<file path="src/hdl/delta_position_log_encoder_unit_defines.svh">
// ----------------------------------------------------------------------------
// Assertion macros for the position log encoder
// Shared concurrent assertion forms used by the RTL of the block.
// ----------------------------------------------------------------------------
`ifndef DELTA_POSITION_LOG_ENCODER_UNIT_DEFINES_SVH
`define DELTA_POSITION_LOG_ENCODER_UNIT_DEFINES_SVH

// Checked outside reset only.
`define DPLOG_ASSERT(label, clk, rst, prop, msg) \
   label: assert property (@(posedge clk) disable iff (rst) prop) else $error(msg);

// Checked at every edge, reset included.
`define DPLOG_ASSERT_ALWAYS(label, clk, prop, msg) \
   label: assert property (@(posedge clk) prop) else $error(msg);

`endif

</file>
<file path="src/hdl/dplog_pkg.sv">
// ----------------------------------------------------------------------------
// dplog_pkg
// Types, codes and constants shared by the position log encoder modules.
// ----------------------------------------------------------------------------
package dplog_pkg;

   localparam int NOW_W        = 31;
   localparam int VALUE_W      = 32;
   localparam int WORD_W       = 32;
   localparam int PERIOD_W     = 16;
   localparam int SYNC_CNT_W   = 8;
   localparam int LEFT_W       = 8;
   localparam int DELTA_W      = 16;
   // due time spans -(256 * 65535) .. 2^31 - 1 + 256 * 65535
   localparam int DUE_W        = 34;
   localparam int PROD_W       = PERIOD_W + SYNC_CNT_W + 1;

   localparam int CSR_IDX_W    = 2;
   localparam int CSR_DATA_W   = 16;

   localparam int DEFAULT_FIFO_DEPTH = 128;
   localparam int CMDQ_DEPTH         = 4;

   localparam int RESET_PERIOD       = 200;
   localparam int RESET_SYNC_ENTRIES = 50;

   localparam logic [PERIOD_W-1:0]   RESET_PERIOD_VAL  = PERIOD_W'(RESET_PERIOD);
   localparam logic [SYNC_CNT_W-1:0] RESET_SYNC_VAL    = SYNC_CNT_W'(RESET_SYNC_ENTRIES);
   localparam logic signed [DUE_W-1:0] RESET_SYNC_TIME =
      DUE_W'(-(RESET_SYNC_ENTRIES + 1) * RESET_PERIOD);

   localparam logic [WORD_W-1:0] SYNC_MARKER = 32'h8000_0000;
   localparam logic [WORD_W-1:0] VALUE_MASK  = 32'h7fff_ffff;
   localparam logic [LEFT_W-1:0] LEFT_MAX    = 8'hff;

   // request operation codes
   localparam logic [1:0] OP_SAMPLE  = 2'd0;
   localparam logic [1:0] OP_READ    = 2'd1;
   localparam logic [1:0] OP_RESTART = 2'd2;

   // configuration register indexes
   localparam logic [CSR_IDX_W-1:0] CSR_LOG_ENABLE   = 2'd0;
   localparam logic [CSR_IDX_W-1:0] CSR_LOG_PERIOD   = 2'd1;
   localparam logic [CSR_IDX_W-1:0] CSR_SYNC_ENTRIES = 2'd2;

   typedef enum logic [1:0] {
      CMD_REL,
      CMD_SYNC,
      CMD_CLEAR,
      CMD_READ
   } cmd_kind_type;

   typedef enum logic [1:0] {
      STEP_MARKER,
      STEP_STAMP,
      STEP_VALUE_A,
      STEP_VALUE_B
   } sync_step_type;

   // word_a carries the packed delta word for a relative command
   typedef struct packed {
      cmd_kind_type       kind;
      logic [NOW_W-1:0]   stamp;
      logic [VALUE_W-1:0] word_a;
      logic [VALUE_W-1:0] word_b;
   } cmd_type;

endpackage

</file>
<file path="src/hdl/dplog_queue.sv">
// ----------------------------------------------------------------------------
// dplog_queue
// Short command queue between the request front end and the log back end.
// ----------------------------------------------------------------------------
module dplog_queue import dplog_pkg::*; (
   input  logic    clock,
   input  logic    reset,
   input  logic    push,
   input  cmd_type push_cmd,
   output logic    full,
   output logic    head_valid,
   output cmd_type head_cmd,
   input  logic    pop
);

   localparam int PTR_W = $clog2(CMDQ_DEPTH);
   localparam int CNT_W = $clog2(CMDQ_DEPTH + 1);

   cmd_type            slot_ff [CMDQ_DEPTH];
   logic [PTR_W-1:0]   wr_ptr_ff, wr_ptr_in;
   logic [PTR_W-1:0]   rd_ptr_ff, rd_ptr_in;
   logic [CNT_W-1:0]   count_ff, count_in;
   logic               do_push;
   logic               do_pop;

   assign full       = count_ff == CNT_W'(CMDQ_DEPTH);
   assign head_valid = count_ff != '0;
   assign head_cmd   = slot_ff[rd_ptr_ff];
   assign do_push    = push && !full;
   assign do_pop     = pop && head_valid;

   always_comb begin
      wr_ptr_in = wr_ptr_ff;
      rd_ptr_in = rd_ptr_ff;
      count_in  = count_ff;
      if (do_push) begin
         wr_ptr_in = (wr_ptr_ff == PTR_W'(CMDQ_DEPTH - 1)) ? '0 : wr_ptr_ff + 1'b1;
      end
      if (do_pop) begin
         rd_ptr_in = (rd_ptr_ff == PTR_W'(CMDQ_DEPTH - 1)) ? '0 : rd_ptr_ff + 1'b1;
      end
      if (do_push && !do_pop) begin
         count_in = count_ff + 1'b1;
      end else if (do_pop && !do_push) begin
         count_in = count_ff - 1'b1;
      end
   end

   always_ff @(posedge clock) begin
      if (reset) begin
         wr_ptr_ff <= '0;
         rd_ptr_ff <= '0;
         count_ff  <= '0;
      end else begin
         wr_ptr_ff <= wr_ptr_in;
         rd_ptr_ff <= rd_ptr_in;
         count_ff  <= count_in;
      end
   end

   always_ff @(posedge clock) begin
      if (do_push) begin
         slot_ff[wr_ptr_ff] <= push_cmd;
      end
   end

endmodule

</file>
<file path="config.mk">
export PLATFORM = sky130hd
export DESIGN_NAME = dplog_queue
export DESIGN_NICKNAME = d
export VERILOG_FILES = /design/src/hdl/delta_position_log_encoder_unit_defines.svh /design/src/hdl/dplog_pkg.sv /design/src/hdl/dplog_queue.sv
export SDC_FILE = /design/constraint.sdc
export NUM_CORES = 1
export LEC_CHECK = 0
export BUFFER_PORTS_ARGS = -buffer_cell sky130_fd_sc_hd__buf_2
export CELL_PAD_IN_SITES_DETAIL_PLACEMENT = 1
export CELL_PAD_IN_SITES_GLOBAL_PLACEMENT = 1
export CORE_UTILIZATION = 50
export CTS_BUF_LIST = sky130_fd_sc_hd__clkbuf_4 sky130_fd_sc_hd__clkbuf_8
export CTS_CLUSTER_DIAMETER = 80
export DETAILED_ROUTE_END_ITERATION = 8
export GPL_TIMING_DRIVEN = 0
export PLACE_DENSITY = 0.81
export SLEW_MARGIN = 10
export SYNTH_ARGS = -nofsm -noshare
export SYNTH_HDL_FRONTEND = slang
export SYNTH_SLANG_ARGS = --single-unit
</file>
<file path="constraint.sdc">
create_clock -name clock -period 4.5 [get_ports clock]
set_input_delay 0.9 -clock clock [delete_from_list [all_inputs] [get_ports clock]]
set_output_delay 0.9 -clock clock [all_outputs]
set_load 0.01 [all_outputs]
</file>
# --- Word-level counts from Yosys, hierarchy flattened ---
# Memory sizes are Yosys's and may differ from the RTL's. A register that Yosys moved wholly into a read port is not among the register bits.
# Index checks and enable logic that the tools add are counted.
# W data, S select, Z words.
word_totals:
  ff_bits: 7
  latchBits: 0
  ramBits: 388
  rom_bits: 0
  output_inout_bits: 99
  mem_count: 1
classes:
  addsub: 4
  n_mul: 0
  div_mod_pow: 0
  order_cmp: 0
  eq_ne: 3
  n_shift: 0
  n_mux: 8
  bitwise: 0
  n_reduce_logical: 9
memory_table:
  columns: ["name", "depth", "width", "rd", "rd_clocked_by_memory_dff", "write_ports", "line_no", "source"]
  rows:
  - ["slot_ff", 4, 97, 1, 1, 1, "dplog_queue.sv:19", "cmd_type slot_ff [CMDQ_DEPTH];"]
op_table:
  columns: ["op", "n"]
  rows:
  - ["$mux W2", 4]
  - ["$mux W3", 2]
  - ["$add A2 B1 Y2 const B", 2]
  - ["$eq A2 B2 Y1 const B", 2]
  - ["$logic_and A1 B1 Y1", 4]
  - ["$add A3 B1 Y3 const B", 1]
  - ["$eq A3 B3 Y1 const B", 1]
  - ["$logic_not A1 Y1", 3]
  - ["$reduce_bool A3 Y1", 1]
  - ["$sub A3 B1 Y3 const B", 1]
  - ["$mux W1", 2]
  - ["$reduce_bool A2 Y1", 1]

# --- Longest topological paths before layout ---
# Gate-level depths: netlist of the first run.
logic_depth:
  ltp_word: 7
  ltp_mapped: 10

# --- Worst setup path before layout of the first run ---
# No wires, ideal clock.
synth_path:
  kind: "input to register"
  start: "input push"
  end: "memory slot_ff[3][0] (netlist name) (enable)"
  setup_ns: 0.467
  arrival_time_ns: 3.198
  path_slack_ns: 0.835
  stages: 1
  path_buffers: 0
  cell_sequence: "and3_1"
synth_between:
  elab_chain_cells: 3
synth_rtl:
  columns: ["item", "line_no", "source"]
  rows:
  - ["start, declared", "dplog_queue.sv:8", "input logic push,"]
  - ["$logic_and A1 B1 Y1", "dplog_queue.sv:29", "assign do_push = push && !full;"]
  - ["$mux W1", "dplog_queue.sv:62", "if (do_push) begin"]
  - ["$mux W1 (not written as such)", "dplog_queue.sv:63", "slot_ff[wr_ptr_ff] <= push_cmd;"]
  - ["end, declared", "dplog_queue.sv:19", null]
# No other way between the ends.

==> results of run 1 <==
synth_stat cells:
master / n
mux4_2: 97
or3b_1: 1
clkinv_2: 1
a21oi_1: 3
or3_1: 3
clkbuf_1: 7
inv_1: 4
o21ai_0: 2
dfxtp_1: 9
mux2i_1: 2
edfxtp_1: 388
buf_2: 12
xor2_1: 2
nor3_1: 1
nor2_1: 4
ha_1: 6
and3_1: 4
nand2_1: 1
buf_8: 4
nand3_1: 2
o31ai_1: 2
fa_1: 1
buf_6: 1
metal layers:
layer	wire length, um	part of all wire, %
met3	2030	7.0
met2	15600	54
met1	10700	37
met5	43	0.15
met4	559	1.9
final cells by class:
class                      instances  share of cell area [%]
antenna                            3                  0.0435
buffer                            24                   0.913
clock buffer                      94                    6.59
clock inverter                    17                   0.464
inverter                           5                   0.116
multi-input combinational        131                    14.3
sequential                       397                    68.5
tap                              378                    2.74
timing repair buffer             202                    6.37
registers in the layout, summed over array words and instances, names as in the netlist, named ones only:
register and count:
rd_ptr_ff 2, slot_ff 388, count_ff 3, wr_ptr_ff 2
through the flow:
step / cell area (um2) / util (%) / setup WS (ps) / setup TNS [ps]
3_5_place_dp: 16000 / 57.1 / 1810 / 0
6_report: 17300 / 61.5 / 1270 / 0
2_1_floorplan: 14500 / - / 835 / 0
4_1_cts: 17300 / 61.5 / 1190 / 0
3_3_place_gp: 15900 / 56.7 / -853 / -323630
5_1_grt: 17300 / 61.5 / 1150 / 0
cell families after synthesis:
kind of cell | count (synthesis)
flops | 397
mux | 99
buf+inv | 29
xor+xnor | 2
fa+ha+maj | 7
compound gates | 7
simple gates | 16
worst reg2reg max path, delay by kind of cell (launching register included):
family                     cells  cell delay (ps)
AOI/OAI and AO/OA              2              750
adders and majority gates      2              670
DFF                            1              380
xor gates and xnor gates       1              150
and+or+nand+nor                1              310
buffers and inverters          1               60
cells in the final DEF, fill, tap and decap left out, drive strengths merged:
cell	netlist	final
inv	4	4
nor2	4	4
or3b	1	1
clkbuf	7	101
nand2	1	1
nor3	1	1
nand3	2	2
dfxtp	9	9
buf	17	219
and3	4	4
mux4	97	97
ha	6	6
mux2i	2	2
diode	0	3
fa	1	1
edfxtp	388	388
o21ai	2	2
or3	3	3
clkinv	1	16
clkinvlp	0	2
o31ai	2	2
xor2	2	2
a21oi	3	3
worst min-delay path by stage:
stage / endpoint / slack [ps] / cells after the start
floorplan: register / 460 / 2
global placement: rd_ptr_ff[0]$_SDFFE_PP0P_ / 480 / 2
detailed placement: rd_ptr_ff[0]$_SDFFE_PP0P_ / 510 / 2
CTS: slot_ff[2][33]$_DFFE_PP_ / 510 / 1
global route: slot_ff[2][33]$_DFFE_PP_ / 520 / 1
finish: rd_ptr_ff[0]$_SDFFE_PP0P_ / 540 / 2
power groups by stage:
stage                     combinational (uW)  clock [uW]  sequential (uW)
after floorplan                         1280           0             4640
after global placement                  1950           0             4670
after detailed placement                2060           0             4660
after CTS                               2070        3010             4580
after global routing                    2180        3150             4600
final                                   2010        2920             4580
==> key figures, run 1 <==
Run
  – Max_cap viols: 0

Timing
  – Finish-stage setup viols: 0
  – Hold_ws: 538 ps
  – Post-route minimum period: 3230 ps
  – Max-slew violation count: 0
  – Worst Skew: 24.2 ps
  – Final hold vios: 0
  – Normalized max-slew margin: 44.6%
  – Crit share post-route: 71.7%
  – Peak Freq: 310 MHz
  – RSZ-0062 raised after global routing: false
  – Worst slew pin tran: 831 ps

Floorplan
  – Initial Utilization: 51.5%
  – Die X: 172 um
  – Die Area: 29600 um2
  – IO Count: 200
  – Core area: 28100 um2
  – Die Y: 172 um
  – Row cnt: 61

Logic synthesis
  – Top-area cell type share of the netlist area: 80.6%
  – Avg Cell Area, Syn: 25.9 um2
  – Cell taking the most area after synthesis: edfxtp_1
  – Synth unique cells: 23
  – Post-synthesis compound-gate area fraction: 0.277%
  – Mux contribution to synthesized area: 15.3%
  – Synthesized Nets: 665
  – Syn. warnings: 0
  – Xor/xnor cell area share of the yosys netlist: 0.121%
  – Mapped Area: 14500 um2
  – Simple-Gate Fraction of Synth Area: 0.597%
  – Post-Syn Instances: 557
  – Flop and latch count out of synthesis: 397
  – Main combinational cell family by area after synthesis: multiplexers
  – Area contributors post-synth: edfxtp_1, mux4_2, dfxtp_1
  – Adder-Cell Fraction of Synth Area: 0.658%
  – Sequential share of the synthesized area: 81.9%

Cells and area
  – Filler cells: 2415
  – Area Growth Syn to Fin: 19.5%
  – Final nets: 936
  – Final Non-Filler Cells: 1251
  – Multi-input logic area: 2460 um2
  – Storage element area: 11800 um2
  – Layout cells sized above 1: 48.4%

Global route
  – Gr ovfl total: 0
  – First-pass GRT wire length: 43600 um
  – Vias in the first global route: 7748
  – Grt peak-use layer: met2
  – GR Util met1: 22.9%
  – Met2 GRT Util: 36.5%
  – Largest net degree at the start of global routing: 52
  – Grt met3 use: 6.02%
  – Initial antenna violation count: 5
  – Total track usage: 20.3%

Detailed routing
  – Vias per Instance: 5.39
  – 1st-iter DRT viols: 384
  – DR vias: 6740
  – WL/cell: 23.1 um
  – Routed Antenna Nets: 0
  – # DRC: 0
  – DR pass1 iterations: 4
  – Final wirelength: 28900 um

CTS
  – Post-CTS sizing: 0
  – Post-CTS repair timing setup buffer count: 0
  – CTS Sinks: 397
  – Cts hold-fix bufs: 0
  – Clock root buffer: clkbuf_8
  – CTS tree: yes
  – CTS H-tree depth: 3
  – Clock buffer depth: 3
  – Worst-path clk slew: 60 ps
  – Clk_lat worst skew: 550 ps
  – Num CTS Buffers: 67

Critical path
  – Crit path max-delay family: buffers and inverters
  – Register-to-register setup slack: 2090 ps
  – Crit Path Class: reg2out
  – Crit path depth: 4
  – Worst r2r src: count_ff[0]$_SDFFE_PP0P_
  – Critical Path Max Stage Delay: 640 ps
  – Worst reg2reg path endpoint: count_ff[2]$_SDFFE_PP0P_
  – Critical Path, Cell by Cell: buf_2, clkbuf_1, mux4_2, buf_2
  – CP max-delay cell: clkbuf_1
  – Startpoint Class: register
  – Critical Path AT: 2330 ps
  – Crit path max fanout: 10
  – CP required: 3600 ps
  – Critical Path End Type: primary output
  – R2R depth: 7
  – Critical path endpoint: head_cmd[11]
  – Crit-path most repeated cell: buf_2
  – Buf/Inv on CP: 3

Power and ir drop
  – Clock power frac: 30.7%
  – Total Power: 9510 uW
  – Psw: 2470 uW
  – Cell-internal power: 7040 uW
  – Pwr dens: 551 nW/um2
  – Leak: 0.00586 uW
  – Worst vdd ir: 0.323 mV
  – Power share of the sequential group: 48.1%
  – Combinational share of power: 21.2%
  – Sw Ratio: 26.0%

Min path
  – Hold path startpoint: rd_ptr_ff[0]$_SDFFE_PP0P_
  – Worst hold path class: reg2reg

Place
  – HPWL after detailed placement: 18600 um
  – # port buffers: 198
  – Routability Congestion: 0.716
  – Dpl cells: 1137

Status
  – Outcome: finished clean
Note: power is estimated with default switching activity, not from simulation.
==> inputs of run 2 (changes only) <==
CORE_UTILIZATION = 47   (was 50)
PLACE_DENSITY = 0.8   (was 0.81)
clock period = 2.8 ns   (was 4.5 ns; I/O delays follow)
==> run 2 against run 1 <==
Sequential cell count stayed put. Sequential share of layout area is 0.56 points lower. Global-route usage is 1.3 points lower. Critical path depth is 1 higher. Register-to-register slack worse by 1800 ps. Combinational power is 66% higher.
==> key figures, run 2 (synthesis gave the netlist of run 1 again) <==
Power and ir drop
  – Leak: 0.00591 uW (+0.84%)
  – Pwr dens: 887 nW/um2 (+61%)
  – Worst vdd ir: 0.458 mV (+42%)
  – Total Power: 15400 uW (+62%)

Detailed routing
  – Final wirelength: 29200 um (+0.99%)
  – DR vias: 6719 (-0.31%)
  – WL/cell: 23.1 um (+0.19%)
  – Vias per Instance: 5.33 (-1.1%)
  – # DRC: 0 (unchanged)
  – 1st-iter DRT viols: 379 (-1.3%)
  – DR pass1 iterations: 4 (unchanged)
  – Routed Antenna Nets: 0 (unchanged)

Place
  – Dpl cells: 1152 (+1.3%)
  – Routability Congestion: 0.687 (-4.1%)
  – # port buffers: 198 (unchanged)
  – HPWL after detailed placement: 18400 um (-1.2%)

Critical path
  – CP max-delay cell: mux4_2
  – Critical Path AT: 2100 ps (-230 ps)
  – Critical Path Max Stage Delay: 550 ps (-90 ps)
  – Startpoint Class: register
  – Critical Path End Type: primary output
  – Critical Path, Cell by Cell: buf_6, buf_12, buf_12, mux4_2, buf_6
  – Crit path max fanout: 10 (unchanged)
  – CP required: 2240 ps (-1360 ps)
  – Crit Path Class: reg2out

Cells and area
  – Final nets: 933 (-0.32%)
  – Layout cells sized above 1: 48.0% (-0.34 points)
  – Filler cells: 2574 (+6.6%)
  – Largest register FFs: 388 (unchanged)
  – Most frequent cells in the layout: edfxtp_1, buf_2, mux4_2
  – Commonest non-fill, non-tap cell in the layout: edfxtp_1
  – Biggest regs: slot_ff (388), count_ff (3)
  – Final Non-Filler Cells: 1261 (+0.80%)
  – Top reg by flops: slot_ff
  – Area Growth Syn to Fin: 20.5%

CTS
  – Clk_lat worst skew: 580 ps (+30 ps)
  – CTS H-tree depth: 2 (-1)
  – Clock root buffer: clkbuf_8
  – Post-CTS repair timing setup buffer count: 0 (unchanged)
  – Worst-path clk slew: 70 ps (about the same)
  – CTS tree: yes
  – Num CTS Buffers: 61 (-9.0%)
  – Clock buffer depth: 3 (unchanged)
  – CTS Sinks: 397 (unchanged)

Floorplan
  – Initial Utilization: 48.2% (-3.2 points)
  – Die Y: 177 um (+3.1%)
  – Die X: 177 um (+3.1%)
  – IO Count: 200 (unchanged)
  – Die Area: 31500 um2 (+6.3%)
  – Row cnt: 63 (+3.3%)
  – Core area: 30000 um2 (+6.6%)

Timing
  – Normalized max-slew margin: 46.4% (+1.8 points)
  – RSZ-0062 raised after global routing: false
  – Worst slew pin tran: 804 ps (-27.1 ps)
  – Final hold vios: 0 (unchanged)
  – Worst Skew: 23.4 ps (-0.861 ps)
  – Peak Freq: 375 MHz
  – Post-route minimum period: 2660 ps
  – Finish-stage setup viols: 0 (unchanged)
  – Max-slew violation count: 0 (unchanged)
  – Crit share post-route: 95.1%

Min path
  – Worst hold path class: in2reg

Global route
  – Initial antenna violation count: 5 (unchanged)
  – Vias in the first global route: 7466 (-3.6%)
  – Largest net degree at the start of global routing: 52 (unchanged)
  – First-pass GRT wire length: 44200 um (+1.2%)
  – Total track usage: 19.0% (-1.3 points)
  – Gr ovfl total: 0 (unchanged)

Run
  – Max_cap viols: 0 (unchanged)

Status
  – Outcome: finished clean
==> run 2: metrics by stage <==
| step | setup slack [ps] | area, um2 | util, % | hold WS [ps] | setup TNS [ps] |
|---|---|---|---|---|---|
| 2_1_floorplan | 456 | 14500 | - | 463 | 0 |
| 3_3_place_gp | -537 | 15900 | 53.2 | 479 | -200220 |
| 3_5_place_dp | 275 | 16100 | 53.8 | 497 | 0 |
| 4_1_cts | -10.3 | 17400 | 58.0 | 143 | -44.6 |
| 5_1_grt | 7.62 | 17400 | 58.1 | 147 | 0 |
| 6_report | 137 | 17400 | 58.1 | 192 | 0 |
==> run 2: cell type report <==
type                       count  area [um2]  share of cell area (%)
sequential                   397       11800                    67.9
timing repair buffer         205        1170                    6.75
inverter                       5        20.0                   0.115
tap                          390         488                    2.80
multi-input combinational    131        2460                    14.1
antenna                        1        2.50                  0.0144
clock buffer                  79        1000                    5.74
clock inverter                29         220                    1.26
buffer                        24         213                    1.22
==> run 2: worst paths after layout <==
kind,from,slack (ps),cells past startpoint,end
worst max-delay path,register,140,5,head_cmd[75]
worst min-delay path,push_cmd[10],190,1,slot_ff[0][10]$_DFFE_PP_
worst max register to register,count_ff[0]$_SDFFE_PP0P_,250,10,count_ff[2]$_SDFFE_PP0P_
worst min register to register,rd_ptr_ff[0]$_SDFFE_PP0P_,500,2,register
==> run 2: repair_timing <==
item | 4_1_cts | 5_1_grt
resized for setup | 14 | 8
hold buffers | 0 | 0
setup endpoints to repair | 90 | 36
==> run 2: layer usage <==
| layer | vias up | global-route usage, % | routed length (um) |
|---|---|---|---|
| li1 | 2951 | - | - |
| met5 | - | 0 | 25 |
| met2 | 225 | 33.0 | 15000 |
| met1 | 3495 | 23.2 | 11600 |
| met4 | 4 | 4.38 | 384 |
| met3 | 44 | 5.83 | 2190 |
==> run 2: critical path: cells and delay by family, from the launching register on <==
family                 cells  cell delay (ps)
DFF                        1              330
buffers and inverters      4              640
muxes                      1              550
==> run 2: report_power, final <==
part	switching (uW)	leakage, uW	internal (uW)
Clock	2090	0.000639	2680
Combinational	1740	0.00164	1600
Sequential	161	0.00363	7190
