## src/hdl/delta_position_log_encoder_unit_defines.svh

```systemverilog
// ----------------------------------------------------------------------------
// Assertion macros for the position log encoder
// Shared concurrent assertion forms used by the RTL of the block.
// ----------------------------------------------------------------------------
`ifndef DELTA_POSITION_LOG_ENCODER_UNIT_DEFINES_SVH
`define DELTA_POSITION_LOG_ENCODER_UNIT_DEFINES_SVH

// Checked outside reset only.
`define DPLOG_ASSERT(label, clk, rst, prop, msg) \
   label: assert property (@(posedge clk) disable iff (rst) prop) else $error(msg);

// Checked at every edge, reset included.
`define DPLOG_ASSERT_ALWAYS(label, clk, prop, msg) \
   label: assert property (@(posedge clk) prop) else $error(msg);

`endif

```

## src/hdl/dplog_pkg.sv

```systemverilog
// ----------------------------------------------------------------------------
// dplog_pkg
// Types, codes and constants shared by the position log encoder modules.
// ----------------------------------------------------------------------------
package dplog_pkg;

   localparam int NOW_W        = 31;
   localparam int VALUE_W      = 32;
   localparam int WORD_W       = 32;
   localparam int PERIOD_W     = 16;
   localparam int SYNC_CNT_W   = 8;
   localparam int LEFT_W       = 8;
   localparam int DELTA_W      = 16;
   // due time spans -(256 * 65535) .. 2^31 - 1 + 256 * 65535
   localparam int DUE_W        = 34;
   localparam int PROD_W       = PERIOD_W + SYNC_CNT_W + 1;

   localparam int CSR_IDX_W    = 2;
   localparam int CSR_DATA_W   = 16;

   localparam int DEFAULT_FIFO_DEPTH = 128;
   localparam int CMDQ_DEPTH         = 4;

   localparam int RESET_PERIOD       = 200;
   localparam int RESET_SYNC_ENTRIES = 50;

   localparam logic [PERIOD_W-1:0]   RESET_PERIOD_VAL  = PERIOD_W'(RESET_PERIOD);
   localparam logic [SYNC_CNT_W-1:0] RESET_SYNC_VAL    = SYNC_CNT_W'(RESET_SYNC_ENTRIES);
   localparam logic signed [DUE_W-1:0] RESET_SYNC_TIME =
      DUE_W'(-(RESET_SYNC_ENTRIES + 1) * RESET_PERIOD);

   localparam logic [WORD_W-1:0] SYNC_MARKER = 32'h8000_0000;
   localparam logic [WORD_W-1:0] VALUE_MASK  = 32'h7fff_ffff;
   localparam logic [LEFT_W-1:0] LEFT_MAX    = 8'hff;

   // request operation codes
   localparam logic [1:0] OP_SAMPLE  = 2'd0;
   localparam logic [1:0] OP_READ    = 2'd1;
   localparam logic [1:0] OP_RESTART = 2'd2;

   // configuration register indexes
   localparam logic [CSR_IDX_W-1:0] CSR_LOG_ENABLE   = 2'd0;
   localparam logic [CSR_IDX_W-1:0] CSR_LOG_PERIOD   = 2'd1;
   localparam logic [CSR_IDX_W-1:0] CSR_SYNC_ENTRIES = 2'd2;

   typedef enum logic [1:0] {
      CMD_REL,
      CMD_SYNC,
      CMD_CLEAR,
      CMD_READ
   } cmd_kind_type;

   typedef enum logic [1:0] {
      STEP_MARKER,
      STEP_STAMP,
      STEP_VALUE_A,
      STEP_VALUE_B
   } sync_step_type;

   // word_a carries the packed delta word for a relative command
   typedef struct packed {
      cmd_kind_type       kind;
      logic [NOW_W-1:0]   stamp;
      logic [VALUE_W-1:0] word_a;
      logic [VALUE_W-1:0] word_b;
   } cmd_type;

endpackage

```

## src/hdl/dplog_req_if.sv

```systemverilog
// ----------------------------------------------------------------------------
// dplog_req_if
// Request channel: operation code, sample time and the two logged values.
// ----------------------------------------------------------------------------
interface dplog_req_if;
   logic               valid;
   logic               ready;
   logic [1:0]         op;
   logic [30:0]        now_ms;
   logic signed [31:0] value_a;
   logic signed [31:0] value_b;

   modport source (output valid, output op, output now_ms, output value_a,
                   output value_b, input ready);
   modport sink   (input valid, input op, input now_ms, input value_a,
                   input value_b, output ready);
endinterface

```

## src/hdl/dplog_front.sv

```systemverilog
// ----------------------------------------------------------------------------
// dplog_front
// Accepts requests, runs the due-time test and resync decision, holds the
// configuration registers and issues log commands to the command queue.
// ----------------------------------------------------------------------------
module dplog_front import dplog_pkg::*; (
   input  logic                  clock,
   input  logic                  reset,
   dplog_req_if.sink             req_ch,
   input  logic                  csr_wr_en,
   input  logic [CSR_IDX_W-1:0]  csr_index,
   input  logic [CSR_DATA_W-1:0] csr_wdata,
   input  logic                  cmdq_full,
   output logic                  cmdq_push,
   output cmd_type               cmdq_cmd
);

   logic                    enable_ff, enable_in;
   logic [PERIOD_W-1:0]     period_ff, period_in;
   logic [SYNC_CNT_W-1:0]   ebs_ff, ebs_in;
   logic [SYNC_CNT_W-1:0]   since_ff, since_in;
   logic signed [DUE_W-1:0] sync_ff, sync_in;
   logic signed [DUE_W-1:0] due_ff, due_in;
   logic [VALUE_W-1:0]      base_a_ff, base_a_in;
   logic [VALUE_W-1:0]      base_b_ff, base_b_in;
   logic [1:0]              refresh_ff, refresh_in;
   logic [PROD_W-1:0]       prod_ff, prod_in;

   logic                    accept;
   logic [SYNC_CNT_W:0]     since_inc;
   logic [SYNC_CNT_W:0]     ebs_inc;
   logic [PROD_W-1:0]       restart_span;
   logic signed [DUE_W-1:0] now_ext;
   logic signed [DUE_W-1:0] period_ext;
   logic                    due_hit;
   logic                    is_rel;
   logic [DELTA_W-1:0]      delta_a;
   logic [DELTA_W-1:0]      delta_b;

   // hold off requests while the due time is rebuilt after a period write
   assign req_ch.ready = !cmdq_full && (refresh_ff == 2'b00);
   assign accept       = req_ch.valid && req_ch.ready;

   assign since_inc    = {1'b0, since_ff} + 1'b1;
   assign ebs_inc      = {1'b0, ebs_ff} + 1'b1;
   assign restart_span = {{(PROD_W-SYNC_CNT_W-1){1'b0}}, ebs_inc}
                       * {{(PROD_W-PERIOD_W){1'b0}}, period_ff};
   assign prod_in      = {{(PROD_W-SYNC_CNT_W-1){1'b0}}, since_inc}
                       * {{(PROD_W-PERIOD_W){1'b0}}, period_ff};
   assign now_ext      = $signed({{(DUE_W-NOW_W){1'b0}}, req_ch.now_ms});
   assign period_ext   = $signed({{(DUE_W-PERIOD_W){1'b0}}, period_ff});
   assign due_hit      = now_ext >= due_ff;
   assign is_rel       = since_inc <= {1'b0, ebs_ff};
   assign delta_a      = req_ch.value_a[DELTA_W-1:0] - base_a_ff[DELTA_W-1:0];
   assign delta_b      = req_ch.value_b[DELTA_W-1:0] - base_b_ff[DELTA_W-1:0];

   always_comb begin
      enable_in  = enable_ff;
      period_in  = period_ff;
      ebs_in     = ebs_ff;
      since_in   = since_ff;
      sync_in    = sync_ff;
      due_in     = due_ff;
      base_a_in  = base_a_ff;
      base_b_in  = base_b_ff;
      refresh_in = {refresh_ff[0], 1'b0};
      cmdq_push  = 1'b0;
      cmdq_cmd.kind   = CMD_READ;
      cmdq_cmd.stamp  = req_ch.now_ms;
      cmdq_cmd.word_a = req_ch.value_a;
      cmdq_cmd.word_b = req_ch.value_b;

      if (csr_wr_en) begin
         unique case (csr_index)
            CSR_LOG_ENABLE: begin
               enable_in = csr_wdata[0];
            end
            CSR_LOG_PERIOD: begin
               period_in     = csr_wdata[PERIOD_W-1:0];
               refresh_in[0] = 1'b1;
            end
            CSR_SYNC_ENTRIES: begin
               ebs_in = csr_wdata[SYNC_CNT_W-1:0];
            end
            default: begin
            end
         endcase
      end

      // rebuild due = sync + (since + 1) * period with the new period
      if (refresh_ff[1]) begin
         due_in = sync_ff + $signed({{(DUE_W-PROD_W){1'b0}}, prod_ff});
      end

      if (accept) begin
         unique case (req_ch.op)
            OP_SAMPLE: begin
               if (enable_ff && due_hit) begin
                  cmdq_push = 1'b1;
                  if (is_rel) begin
                     cmdq_cmd.kind   = CMD_REL;
                     cmdq_cmd.word_a = {delta_b, delta_a};
                     since_in        = since_inc[SYNC_CNT_W-1:0];
                     due_in          = due_ff + period_ext;
                  end else begin
                     cmdq_cmd.kind = CMD_SYNC;
                     since_in      = '0;
                     sync_in       = now_ext;
                     due_in        = now_ext + period_ext;
                     base_a_in     = req_ch.value_a;
                     base_b_in     = req_ch.value_b;
                  end
               end
            end
            OP_READ: begin
               cmdq_push     = 1'b1;
               cmdq_cmd.kind = CMD_READ;
            end
            OP_RESTART: begin
               cmdq_push     = 1'b1;
               cmdq_cmd.kind = CMD_CLEAR;
               since_in      = ebs_ff;
               sync_in       = -$signed({{(DUE_W-PROD_W){1'b0}}, restart_span});
               // sync + (ebs + 1) * period cancels to zero
               due_in        = '0;
            end
            default: begin
            end
         endcase
      end
   end

   always_ff @(posedge clock) begin
      if (reset) begin
         enable_ff  <= 1'b0;
         period_ff  <= RESET_PERIOD_VAL;
         ebs_ff     <= RESET_SYNC_VAL;
         since_ff   <= RESET_SYNC_VAL;
         sync_ff    <= RESET_SYNC_TIME;
         due_ff     <= '0;
         base_a_ff  <= '0;
         base_b_ff  <= '0;
         refresh_ff <= 2'b00;
      end else begin
         enable_ff  <= enable_in;
         period_ff  <= period_in;
         ebs_ff     <= ebs_in;
         since_ff   <= since_in;
         sync_ff    <= sync_in;
         due_ff     <= due_in;
         base_a_ff  <= base_a_in;
         base_b_ff  <= base_b_in;
         refresh_ff <= refresh_in;
      end
   end

   always_ff @(posedge clock) begin
      prod_ff <= prod_in;
   end

endmodule

```

## src/flat_wrapper.sv

```systemverilog
// flat-port wrapper written by rule: the top's interface ports become plain ports
module dplog_front_flat import dplog_pkg::*;
  (clock, reset, csr_wr_en, csr_index, csr_wdata, cmdq_full, cmdq_push, cmdq_cmd, req_ch_valid, req_ch_op, req_ch_now_ms, req_ch_value_a, req_ch_value_b, req_ch_ready);
  dplog_req_if req_ch_i ();
  input  logic clock;
  input  logic reset;
  input  logic csr_wr_en;
  input  logic [CSR_IDX_W-1:0] csr_index;
  input  logic [CSR_DATA_W-1:0] csr_wdata;
  input  logic cmdq_full;
  output logic cmdq_push;
  output cmd_type cmdq_cmd;
  input wire logic [$bits(req_ch_i.valid)-1:0] req_ch_valid;
  input wire logic [$bits(req_ch_i.op)-1:0] req_ch_op;
  input wire logic [$bits(req_ch_i.now_ms)-1:0] req_ch_now_ms;
  input wire logic [$bits(req_ch_i.value_a)-1:0] req_ch_value_a;
  input wire logic [$bits(req_ch_i.value_b)-1:0] req_ch_value_b;
  output wire logic [$bits(req_ch_i.ready)-1:0] req_ch_ready;
  assign req_ch_i.valid = req_ch_valid;
  assign req_ch_i.op = req_ch_op;
  assign req_ch_i.now_ms = req_ch_now_ms;
  assign req_ch_i.value_a = req_ch_value_a;
  assign req_ch_i.value_b = req_ch_value_b;
  assign req_ch_ready = req_ch_i.ready;
  dplog_front u_core (.clock(clock), .reset(reset), .req_ch(req_ch_i), .csr_wr_en(csr_wr_en), .csr_index(csr_index), .csr_wdata(csr_wdata), .cmdq_full(cmdq_full), .cmdq_push(cmdq_push), .cmdq_cmd(cmdq_cmd));
endmodule
```

## config.mk

```make
export PLATFORM = sky130hd
export DESIGN_NAME = dplog_front_flat
export DESIGN_NICKNAME = d
export VERILOG_FILES = /design/src/hdl/delta_position_log_encoder_unit_defines.svh /design/src/hdl/dplog_pkg.sv /design/src/hdl/dplog_req_if.sv /design/src/hdl/dplog_front.sv /design/src/flat_wrapper.sv
export SDC_FILE = /design/constraint.sdc
export NUM_CORES = 1
export LEC_CHECK = 0
export BUFFER_PORTS_ARGS = -buffer_cell sky130_fd_sc_hd__buf_2
export CELL_PAD_IN_SITES_DETAIL_PLACEMENT = 0
export CELL_PAD_IN_SITES_GLOBAL_PLACEMENT = 1
export CORE_AREA = 2 2 239 194
export DETAILED_ROUTE_END_ITERATION = 10
export DIE_AREA = 0 0 241 196
export PLACE_DENSITY_LB_ADDON = 0.1
export SYNTH_ARGS = -nofsm -noshare
export SYNTH_HDL_FRONTEND = slang
export SYNTH_SLANG_ARGS = --single-unit
```

## constraint.sdc

```tcl
create_clock -name clock -period 12.4 [get_ports clock]
set_input_delay 1.86 -clock clock [delete_from_list [all_inputs] [get_ports clock]]
set_output_delay 1.86 -clock clock [all_outputs]
set_load 0.01 [all_outputs]
```

**After elaboration in Yosys (flattened, before gate mapping)**

Index checks and enable logic that the tools add are counted.

- Register bits: 160
- Output and inout port bits: 99
- Logic and storage cells: 70
- Bits of input ports: 120

- Bitwise logic cells: 2
- Mux-type cells: 23
- $lt $le $gt $ge: 2
- Equal/unequal tests: 6
- Reduce and logical (&&, ||, !) cells: 16
- Multipliers: 2
- Add/sub/neg operators: 8

Operators by type and width:

| operator | count |
|---|---|
| two-way mux 34 bit | 6 |
| case mux 34 bit (2 select lines) | 2 |
| two-way mux 32 bit | 4 |
| multiplier 9 x 16 -> 25 bit | 2 |
| adder 34 x 17 -> 34 bit | 1 |
| adder 34 x 26 -> 34 bit | 1 |
| >= comparator 32 x 34 -> 1 bit | 1 |
| negator 25 -> 34 bit | 1 |
| adder 31 x 16 -> 32 bit | 1 |
| subtractor 16 bit | 2 |
| adder 8 x 1 -> 9 bit, second input constant | 2 |
| two-way mux 8 bit | 2 |
| case mux 8 bit (2 select lines) | 1 |
| <= comparator 9 x 8 -> 1 bit | 1 |
| AND reduction 4 bit | 2 |
| zero test 2 bit | 3 |
| AND reduction 2 bit | 3 |
| == test 2 x 1 -> 1 bit, second input constant | 2 |
| == test 2 bit, second input constant | 2 |
| two-way mux 1 bit | 4 |
| two-way mux 2 bit | 2 |
| case mux 2 bit (2 select lines) | 1 |
| OR reduction 2 bit | 2 |
| logical AND 1 bit | 3 |
| 7 further kinds | 8 |

**Logic depth before layout (Yosys ltp)**

- Depth in word-level cells: 6
- Mapped depth: 25
- Depth with buffers taken out: 24

**Worst setup path after synthesis**

Ideal clock, no wire load.

- Path type: reg-to-reg
- Start point: register u_core.ebs_ff[1]
- End point: register u_core.sync_ff[30]
- Clock period less this slack: 6.103 ns
- Required time: 12.294 ns
- Path buffers: 1
- Setup time: 0.106 ns
- Setup slack: 6.297 ns
- Data arrival time: 5.997 ns
- Cell stages (with the launch flop): 21
- Cell sequence: dfxtp_1 ha_1 nand3_1 nor4_1 clkbuf_1 nand2_1 fa_1 fa_1 fa_1 fa_1 ha_1 ha_1 a21o_1 a21oi_1 nor2_1 o41ai_1 o22ai_1 a31oi_2 a21oi_1 o41a_1 o311ai_0

- Word-level cells in the longest chain between the ends: 4
- Elaborated cells on any way between the ends: 7
- Those cells by class: 2 x add/sub; 1 x mul; 1 x order compare; 1 x eq/ne; 1 x mux; 1 x reduce/logical

Ends and longest elaborated chain:

| element | RTL line | source |
|---|---|---|
| start, declared | dplog_front.sv:20 | `logic [SYNC_CNT_W-1:0] ebs_ff, ebs_in;` |
| start signal, assigned | dplog_front.sv:147 | `ebs_ff <= ebs_in;` |
| adder 8 x 1 -> 9 bit | dplog_front.sv:45 | `assign ebs_inc = {1'b0, ebs_ff} + 1'b1;` |
| multiplier 9 x 16 -> 25 bit | dplog_front.sv:47 | `* {{(PROD_W-PERIOD_W){1'b0}}, period_ff};` |
| negator 25 -> 34 bit | dplog_front.sv:123 | `sync_in = -$signed({{(DUE_W-PROD_W){1'b0}}, restart_span});` |
| case mux 34 bit (2 select lines) | dplog_front.sv:96 | `unique case (req_ch.op)` |
| end signal, assigned | dplog_front.sv:149 | `sync_ff <= sync_in;` |
| end, declared | dplog_front.sv:22 | `logic signed [DUE_W-1:0] sync_ff, sync_in;` |

Several ways; a longest one is shown, not always the timed one.
A chain may end at the register's enable or synchronous reset.

**Worst setup path in the final report**

- Start point: register u_core.since_ff[0]
- End point: register u_core.prod_ff[24]

- Word-level cells in the longest chain between the ends: 2

Ends and longest elaborated chain:

| element | RTL line | source |
|---|---|---|
| start, declared | dplog_front.sv:21 | `logic [SYNC_CNT_W-1:0] since_ff, since_in;` |
| start signal, assigned | dplog_front.sv:148 | `since_ff <= since_in;` |
| adder 8 x 1 -> 9 bit | dplog_front.sv:44 | `assign since_inc = {1'b0, since_ff} + 1'b1;` |
| multiplier 9 x 16 -> 25 bit | dplog_front.sv:49 | `* {{(PROD_W-PERIOD_W){1'b0}}, period_ff};` |
| net u_core.prod_in[24] | dplog_front.sv:27 | `logic [PROD_W-1:0] prod_ff, prod_in;` |
| end signal, assigned | dplog_front.sv:158 | `prod_ff <= prod_in;` |
| end, declared | dplog_front.sv:27 |  |

The timed path passes the listed nets, and every way through them passes these cells.

==> run_results.csv <==
group,metric,value,unit
timing,hold_viol,0,
timing,rsz0062_at_grt,"false",
clocking,cts.clk_slew.worst_paths,0.07,ns
route,dr.first_iter.drc_count,1284,
clocking,cts_hold_buf,0,
pwr,ir_worst_vdd,0.155,mV
final_layout,diodes,0,
synthesis,synthFlopType,"dfxtp_1",
clocking,cts_root_buffer,"clkbuf_16",
critical_path,cp_num_buf_inv,3,
synthesis,synth_top_area_share,18.1,%
synthesis,synthTopCellsByArea,"fa_1, dfxtp_1, ha_1, nand2_1, inv_1",
timing,slew_headroom,18.5,%
critical_path,cpMostUsedCell,"fa_1",
synthesis,ys_warn_count,0,
synthesis,synthCells,2770,
timing,slew_viol_final,0,
floorplan,rows,70,
critical_path,rr_endpoint,"u_core.prod_ff[24]",
route,wl,66000,um
final_layout,final_cells,3455,
route,drt-pass1-iter-count,8,
floorplan,dieArea,47200,um2
route,drc,0,
clocking,cts.htree.levels,4,
route,drtAntennaViolNets,0,
global_route,grt_pass1_wl,106000,um
critical_path,end_kind,"flip-flop",
timing,min_period,7.06,ns
final_layout,syn_to_final_growth,7.44,%
clocking,cts_resized,0,
route,wl_per_cell,19.1,um
global_route,grt_use_total,28.8,%
clocking,postCtsSetupBuffers,0,
global_route,grt_pass1_vias,19144,
global_route,antenna_found_initial,0,
final_layout,fin_util,53.0,%
floorplan,die_w,241,um
placement,hpwl,51700,um
route,viasPerCell,5.64,
pwr,leakage,10.6,nW
critical_path,r2r_slack,5.34,ns
timing,worst_pin_slew,1.22,ns
status,status,"completed",
worst_hold_path,min_to,"u_core.base_a_ff[10]",
critical_path,rr_worst_depth,22,
critical_path,crit_family,"adder cells",
clocking,cts_sinks,160,
worst_hold_path,min_from,"u_core.base_a_ff[10]",
critical_path,cp_slowest_cell,"dfxtp_1",
critical_path,cp_cell_sequence,"ha_1 -> nand3_1 -> nor2_1 -> and3_1 -> nand2_1 -> fa_1 -> fa_1 -> inv_1 -> fa_1 -> inv_1 -> fa_1 -> inv_1 -> ha_1 -> a21oi_1 -> nor2b_1 -> a211oi_1 -> a21oi_1 -> a2111oi_2 -> o31ai_1 -> a211oi_1 -> a21oi_1 -> xnor2_1",
route,vias,19480,
critical_path,path_class,"flip-flop to flip-flop",
synthesis,yosys.area.top_type,"fa_1",
pwr,p_per_area,105,nW/um2
synthesis,synth_seq_area_share,14.4,%
placement,placedCellCount,3423,
clocking,clk_path_buf_depth,2,
timing,setup_tns,0,ns
synthesis,async_reset_ff_share,0,%
floorplan,coreArea,45000,um2
critical_path,worstReg2RegStart,"u_core.since_ff[0]",
placement,gp_congestion,0.937,
synthesis,synth_nets,3342,
placement,io_buffer_count,186,
final_layout,final_nets,3402,
synthesis,netlist-cell-type-count,87,
clocking,numCtsBuffers,17,
critical_path,critPathMaxFanout,22,
floorplan,num_io_pins,219,
worst_hold_path,hold_class,"flip-flop to flip-flop",
floorplan,die_h,196,um
synthesis,syn_area_per_cell,8.01,um2
synthesis,synth-edff-count,0,
critical_path,crit_path_start_kind,"flip-flop",
run,maxCapViolations,0,
synthesis,ys_seq_elements,160,
final_layout,drive_gt1_share,10.2,%
critical_path,cp.required,12.75,ns
timing,fmaxAchievable,0.142,GHz
critical_path,worstPathArrival,7.41,ns
worst_hold_path,holdPathStages,2,
timing,setup_violations,0,
timing,fin_skew,0.0111,ns
clocking,clkLatencyLatePin,0.46,ns
synthesis,syn_area,22200,um2
critical_path,max_stage_delay,0.83,ns
global_route,grt_max_degree,68,
clocking,cts_tree,"done",
global_route,overflow,0,
timing,period_share,57.0,%
floorplan,initial_core_util,49.3,%
## worst max-delay path by stage
stage / from / end / slack (ns) / cells past startpoint
finish: u_core.since_ff[0] / u_core.prod_ff[24] / 5.34 / 22
detailed placement: u_core.ebs_ff[0] / u_core.sync_ff[27] / 5.43 / 21
floorplan: u_core.ebs_ff[1] / u_core.sync_ff[30] / 6.30 / 20
CTS: u_core.ebs_ff[0] / u_core.sync_ff[27] / 5.39 / 21
global placement: u_core.since_ff[0] / u_core.prod_ff[24] / 5.56 / 22
global route: u_core.since_ff[0] / u_core.prod_ff[24] / 4.91 / 22
## per-stage QoR
| stage | hold slack [ns] | area (um2) | worst slack [ns] | total power, mW |
|---|---|---|---|---|
| after detailed placement | 0.448 | 23200 | 5.43 | 1.93 |
| final | 0.456 | 23800 | 5.34 | 2.51 |
| after global placement | 0.441 | 23200 | 5.56 | 1.93 |
| after CTS | 0.457 | 23800 | 5.39 | 2.52 |
| after floorplan | 0.436 | 22200 | 6.30 | 1.54 |
| after global routing | 0.469 | 23800 | 4.91 | 2.68 |
## worst reg2reg max path, cell delays in order (launching register included)
cell,delay [ns]
dfxtp_1,0.83
ha_1,0.34
nand3_1,0.14
nor2_1,0.19
and3_1,0.70
nand2_1,0.15
fa_1,0.48
fa_1,0.49
inv_1,0.05
fa_1,0.48
inv_1,0.05
fa_1,0.47
inv_1,0.04
ha_1,0.34
a21oi_1,0.16
nor2b_1,0.06
a211oi_1,0.36
a21oi_1,0.22
a2111oi_2,0.55
o31ai_1,0.22
a211oi_1,0.38
a21oi_1,0.14
xnor2_1,0.14
## per-layer routing
metal / vias up / GRT usage, % / part of all wire (%)
li1: 9300 / - / -
met1: 9532 / 41.0 / 48
met2: 580 / 46.8 / 46
met3: 68 / 3.64 / 4.8
met4: 0 / 6.10 / 1.8
met5: - / 0 / 0
## cell type report
class                      instances  area, um2
fill                            4425      21200
timing repair buffer             217       1170
clock inverter                    14        180
clock buffer                      18        439
tap                              612        766
inverter                         321       1200
multi-input combinational       2113      16900
sequential                       160       3200
## power by group
group          total (mW)  leakage, nW  internal, mW  switching [mW]
Clock               0.580        0.298         0.325           0.255
Sequential          0.574         1.30         0.546          0.0281
Combinational        1.36         8.97         0.524           0.833
Total                2.51         10.6          1.40            1.12
## state kept, by name (all words and copies together) (netlist names)
name,cells
u_core.due_ff,34
u_core.sync_ff,34
u_core.prod_ff,25
u_core.base_a_ff,16
u_core.base_b_ff,16
u_core.period_ff,16
u_core.ebs_ff,8
u_core.since_ff,8
u_core.refresh_ff,2
u_core.enable_ff,1
## synth_stat cells, types with 9 or more instances
cell type    n
o21bai_1    13
xnor2_1    100
nor3_1      46
nand2_1    388
nor2_1     149
or3_1       12
and3_1      24
mux2i_1     41
a21o_1      37
dfxtp_1    160
buf_4       64
and2_1     136
a211oi_1    30
nor2b_1     27
o22ai_1     24
buf_2       12
a31oi_1     11
ha_1       251
inv_1      319
nor4_1       9
nand4_1     13
a21oi_1    170
nand3_1     48
nand2b_1    34
o21a_1      24
o211ai_1    20
clkbuf_1    94
xor2_1      53
o21ai_0    119
fa_1       201
## placed cells by master (no fill, tap or decap), types with 24 or more instances in the layout
cell type	count
dfxtp_1	159
nand2b_1	33
xor2_1	53
mux2i_1	41
a21oi_1	169
nor2_1	149
buf_2	185
ha_1	250
buf_4	32
inv_1	319
o22ai_1	24
nor2b_1	27
o21a_1	24
nor3_1	46
a21o_1	37
xnor2_1	99
o21ai_0	118
fa_1	201
a211oi_1	30
and2_1	136
nand2_1	387
nand3_1	48
and3_1	24
## logic make-up (layout without fill, tap and decap cells)
kind of cell,count (synthesis),after routing,share of synthesized area [%]
AOI/OAI and AO/OA,545,545,16.0
xor gates and xnor gates,153,153,6.04
adders and majority gates,452,452,32.3
buffers and inverters,497,570,9.66
DFF,160,160,14.4
muxes,43,43,1.95
and+or+nand+nor,920,920,19.7
Power figures use the tool's default switching activity.
